[src/hw/rtl/nbg_pkg.sv]
// ----------------------------------------------------------------------------
// nbg_pkg: shared types and constants for the n-body gravity step block
// Particle record, item and result beats, register indexes, saturation helper.
// ----------------------------------------------------------------------------
package nbg_pkg;

  localparam int MAX_PARTICLES = 128;
  localparam int ADDR_W        = $clog2(MAX_PARTICLES);
  localparam int CNT_W         = $clog2(MAX_PARTICLES + 1);

  localparam logic [10:0] SCALE_CAP = 11'd1024;

  typedef enum logic [1:0] {
    KIND_LOAD = 2'd0,
    KIND_STEP = 2'd1,
    KIND_READ = 2'd2
  } kind_t;

  typedef enum logic [2:0] {
    REG_GRAV_CONST  = 3'd0,
    REG_FORCE_LIMIT = 3'd1,
    REG_TIME_STEP   = 3'd2,
    REG_DIST_SCALE  = 3'd3,
    REG_MIN_DIST_SQ = 3'd4,
    REG_ACTIVE_CNT  = 3'd5
  } reg_idx_t;

  typedef struct packed {
    logic [1:0]         kind;
    logic [6:0]         index;
    logic signed [31:0] pos_x;
    logic signed [31:0] pos_y;
    logic signed [31:0] vel_x;
    logic signed [31:0] vel_y;
    logic [15:0]        mass;
  } item_t;

  typedef struct packed {
    logic               step_done;
    logic [6:0]         out_index;
    logic signed [31:0] out_pos_x;
    logic signed [31:0] out_pos_y;
    logic signed [31:0] out_vel_x;
    logic signed [31:0] out_vel_y;
  } result_t;

  typedef struct packed {
    logic signed [31:0] x;
    logic signed [31:0] y;
    logic signed [31:0] vx;
    logic signed [31:0] vy;
    logic [15:0]        mass;
  } particle_t;

  // settings the pair unit needs, scale already capped
  typedef struct packed {
    logic [31:0] grav;
    logic [47:0] limit;
    logic [10:0] scale;
    logic [31:0] min_d2;
  } pair_cfg_t;

  function automatic logic signed [31:0] sat32(input logic signed [39:0] v);
    logic signed [31:0] r;
    if (v > 40'sd2147483647) r = 32'sh7fffffff;
    else if (v < -40'sd2147483648) r = 32'sh80000000;
    else r = v[31:0];
    return r;
  endfunction

endpackage

[src/hw/rtl/nbg_div.sv]
// ----------------------------------------------------------------------------
// nbg_div: serial unsigned divider
// 64-bit dividend by 32-bit divisor, one quotient bit per cycle.
// ----------------------------------------------------------------------------
module nbg_div import nbg_pkg::*; (
  input  logic        clk,
  input  logic        rst,
  input  logic        start,
  input  logic [63:0] dividend,
  input  logic [31:0] divisor,
  output logic        done,
  output logic [63:0] quotient
);

  logic        busy;
  logic [5:0]  cnt;
  logic [63:0] dvd;
  logic [31:0] rem;
  logic [31:0] dsr;
  logic [32:0] rsh;
  logic [32:0] rsub;
  logic        ge;

  always_comb begin
    rsh  = {rem, dvd[63]};
    ge   = rsh >= {1'b0, dsr};
    rsub = rsh - {1'b0, dsr};
  end

  always_ff @(posedge clk) begin
    if (rst) begin
      busy <= 1'b0;
      done <= 1'b0;
      cnt  <= '0;
    end else begin
      done <= 1'b0;
      if (start) begin
        busy <= 1'b1;
        cnt  <= '0;
      end else if (busy) begin
        cnt <= cnt + 6'd1;
        if (cnt == 6'd63) begin
          busy <= 1'b0;
          done <= 1'b1;
        end
      end
    end
  end

  always_ff @(posedge clk) begin
    if (start) begin
      dvd <= dividend;
      rem <= '0;
      dsr <= divisor;
    end else if (busy) begin
      dvd <= {dvd[62:0], ge};
      rem <= ge ? rsub[31:0] : rsh[31:0];
    end
  end

  assign quotient = dvd;

endmodule

[config.mk]
export PLATFORM = sky130hd
export DESIGN_NAME = nbg_div
export DESIGN_NICKNAME = d
export VERILOG_FILES = /design/src/hw/rtl/nbg_pkg.sv /design/src/hw/rtl/nbg_div.sv
export SDC_FILE = /design/constraint.sdc
export NUM_CORES = 1
export LEC_CHECK = 0
export ABC_AREA = 1
export ABC_CLOCK_PERIOD_IN_PS = 10400
export BUFFER_PORTS_ARGS = -buffer_cell sky130_fd_sc_hd__buf_4
export CORE_ASPECT_RATIO = 1.4
export CORE_MARGIN = 2
export CORE_UTILIZATION = 59
export CTS_CLUSTER_DIAMETER = 120
export DETAILED_ROUTE_END_ITERATION = 16
export GPL_TIMING_DRIVEN = 0
export PLACE_DENSITY = 0.86
export SYNTH_ARGS = -nofsm -noshare
export SYNTH_HDL_FRONTEND = slang
export SYNTH_SLANG_ARGS = --single-unit
[constraint.sdc]
create_clock -name clk -period 10.4 [get_ports clk]
set_clock_uncertainty 0.1 [all_clocks]
set_input_delay 2.08 -clock clk [delete_from_list [all_inputs] [get_ports clk]]
set_output_delay 2.08 -clock clk [all_outputs]
set_load 0.02 [all_outputs]
==> impl_metrics.csv <==
group,metric,value,unit
synthesis,synthFlopType,"edfxtp_1",
routing,drtPass1Iterations,4,
clock_network,clock-sinks,136,
global_routing,grt_pass1_vias,8008,
clock_network,cts_buffers,17,
clock_network,postCtsSetupRepairBufs,0,
finish,num_antenna_cells,0,
clock_network,cts_tree,"yes",
sta,rsz0062_at_grt,"false",
sta,hold_ws,0.372,ns
pwr,peakVddDrop,0.114,mV
finish,synthToLayoutAreaGrowth,25.0,%
pwr,switching_share,0.268,
critical_path,endpoint_kind,"flop",
synthesis,syn_nets,1261,
finish,fin_area,10300,µm²
sta,fmax,281,MHz
finish,final_cell_mix,"nand2_1, inv_1, buf_4",
clock_network,clkLatencyLatePin,0.43,ns
synthesis,synth.ff_latch_count,136,
routing,antenna_left,0,
finish,layout-drive-gt1-share,0.177,
routing,routed_wl,23900,µm
critical_path,crit_path_start_kind,"input pin",
synthesis,netlist.area_leader.share,0.351,
critical_path,cpMaxStageDelayCell,"buf_4",
synthesis,synthCells,1128,
routing,via_per_inst,5.17,
critical_path,cp.required,10.41,ns
floorplanning,start_util,0.596,
routing,post_drt_wl_per_cell,15.8,µm
critical_path,r2r_setup_slack,7.77,ns
clock_network,postCtsHoldBufs,0,
sta,hold_viol_final,0,
sta,finalMaxSlewViolations,0,
placed_design,port_buffers,163,
synthesis,yosysSeqAreaShare,0.448,
min_path,hp-start,"rem[16]$_SDFFE_PP0P_",
critical_path,crit_fanout,53,
placed_design,place_congestion,0.976,
placed_design,dp_hpwl,18200,µm
synthesis,post_synth.cell_area_avg,7.29,µm²
pwr,intPower,0.00107,W
synthesis,synth_cell_type_count,36,
pwr,pwr-share-comb,0.151,
global_routing,grt_pass1_wl,39000,µm
job,maxCapViolCount,0,
global_routing,antenna_found_initial,0,
pwr,power_frac_clock,0.405,
sta,final-setup-viol-count,0,
clock_network,cts_max_path_buffers,2,
pwr,seqPwrFrac,0.444,
pwr,p_leak,5.42,nW
critical_path,crit_type,"input pin to flop",
outcome,outcome,"finished clean",
global_routing,grtUsageTotal,0.335,
floorplanning,core_area,13800,µm²
clock_network,htreeDepth,4,
routing,drtIter0Drc,465,
routing,vias,7804,
routing,drc,0,
global_routing,grt_overflow,0,
sta,slew_headroom,0.549,
synthesis,async_reset_ff_frac,0,
critical_path,arrival,3.57,ns
sta,post-route-period-util,0.342,
placed_design,placed_cell_area,9710,µm²
pwr,powerDensity,142,nW/µm²
clock_network,cts_resized,0,
synthesis,yosys-top-cells-area,"edfxtp_1, nand2_1, dfxtp_1",
floorplanning,dieArea,14900,µm²
critical_path,cp-startpoint,"start",
synthesis,syn_area,8220,µm²
clock_network,cts_root_buf,"clkbuf_16",
sta,min_period,3.56,ns
global_routing,grt_max_degree,54,
critical_path,critPathMaxStageDelay,0.43,ns
sta,tns,0,ns
min_path,hp-class,"flop to flop",
pwr,p_switching,0.000390,W
critical_path,worstPathCellList,"buf_4 -> nor2_1 -> inv_1 -> clkbuf_4 -> buf_16",
finish,nets,1444,
critical_path,regToRegStartpoint,"dsr[8]$_DFFE_PP_",
sta,worst_pin_slew,0.677,ns
synthesis,synth_edf_count,96,
synthesis,synth_area_leader_cell,"edfxtp_1",
floorplanning,ios,164,
synthesis,yosys_warnings,0,
finish,final_common_cell,"nand2_1",
floorplanning,die_w,104,µm
floorplanning,dieHeight,144,µm
floorplanning,rows,51,
clock_network,clk_pin_slew,0.06,ns
## kinds of logic after synthesis
logic type      Yosys count  share of synthesized area
buf+inv                 212                      0.103
xor+xnor                 14                     0.0149
fa+ha+maj                34                     0.0527
compound gates           52                     0.0336
flops                   136                      0.448
simple gates            680                      0.347
## state kept, by name (all words and copies together), names as in the netlist
name	cells
quotient	64
rem	32
dsr	32
cnt	6
done	1
busy	1
## layout make-up
| class | instances | area, µm² |
|---|---|---|
| timing repair buffer | 164 | 1250 |
| buffer | 29 | 166 |
| tap | 185 | 231 |
| clock buffer | 20 | 437 |
| inverter | 183 | 687 |
| sequential | 136 | 3680 |
| fill | 1095 | 3510 |
| clock inverter | 12 | 129 |
| multi-input combinational | 780 | 3690 |
## power groups by stage
stage	clock, W	sequential [W]	combinational, W
after global routing	0.000618	0.000650	0.000240
after detailed placement	0	0.000656	0.000219
after floorplan	0	0.000686	0.0000857
final	0.000591	0.000646	0.000220
after global placement	0	0.000658	0.000212
after CTS	0.000596	0.000646	0.000220
## path summary, 6_finish.rpt
kind              depth (start not counted)                endpoint
setup / recovery                          5  quotient[56]$_DFFE_PP_
hold / removal                            2    rem[16]$_SDFFE_PP0P_
setup reg to reg                         15     rem[7]$_SDFFE_PP0P_
hold reg to reg                           2    rem[16]$_SDFFE_PP0P_
## per-stage QoR
| stage | total power (W) | setup WS, ns | util | instances |
|---|---|---|---|---|
| floorplan | 0.000771 | 5.66 | - | 1128 |
| global placement | 0.000870 | 4.14 | 0.702 | 1476 |
| detailed placement | 0.000875 | 6.41 | 0.704 | 1477 |
| CTS | 0.00146 | 6.87 | 0.745 | 1509 |
| global route | 0.00151 | 6.73 | 0.745 | 1509 |
| finish | 0.00146 | 6.84 | 0.745 | 1509 |
## layer usage
metal	up-vias	share of wire	wire [µm]	global-route usage
li1	3879	-	-	-
met1	3538	0.36	8570	0.336
met2	307	0.52	12500	0.629
met3	80	0.067	1600	0.0853
met4	0	0.051	1220	0.193
met5	-	0	0	0
## critical path, delay by kind of cell
family | cells | cell delay [ns]
buf+inv | 4 | 1.23
simple gates | 1 | 0.18
## cell usage after synthesis, types with 9 or more instances
master and count:
a21oi_1 25, edfxtp_1 96, o21ai_0 9, nand3_1 73
xnor2_1 13, o21ai_1 10, nand2_1 502, ha_1 33
inv_1 181, nor2_1 44, nand3b_1 14, clkbuf_1 16
nand2_2 9, dfxtp_1 40
(Power assumes the default switching activity.)
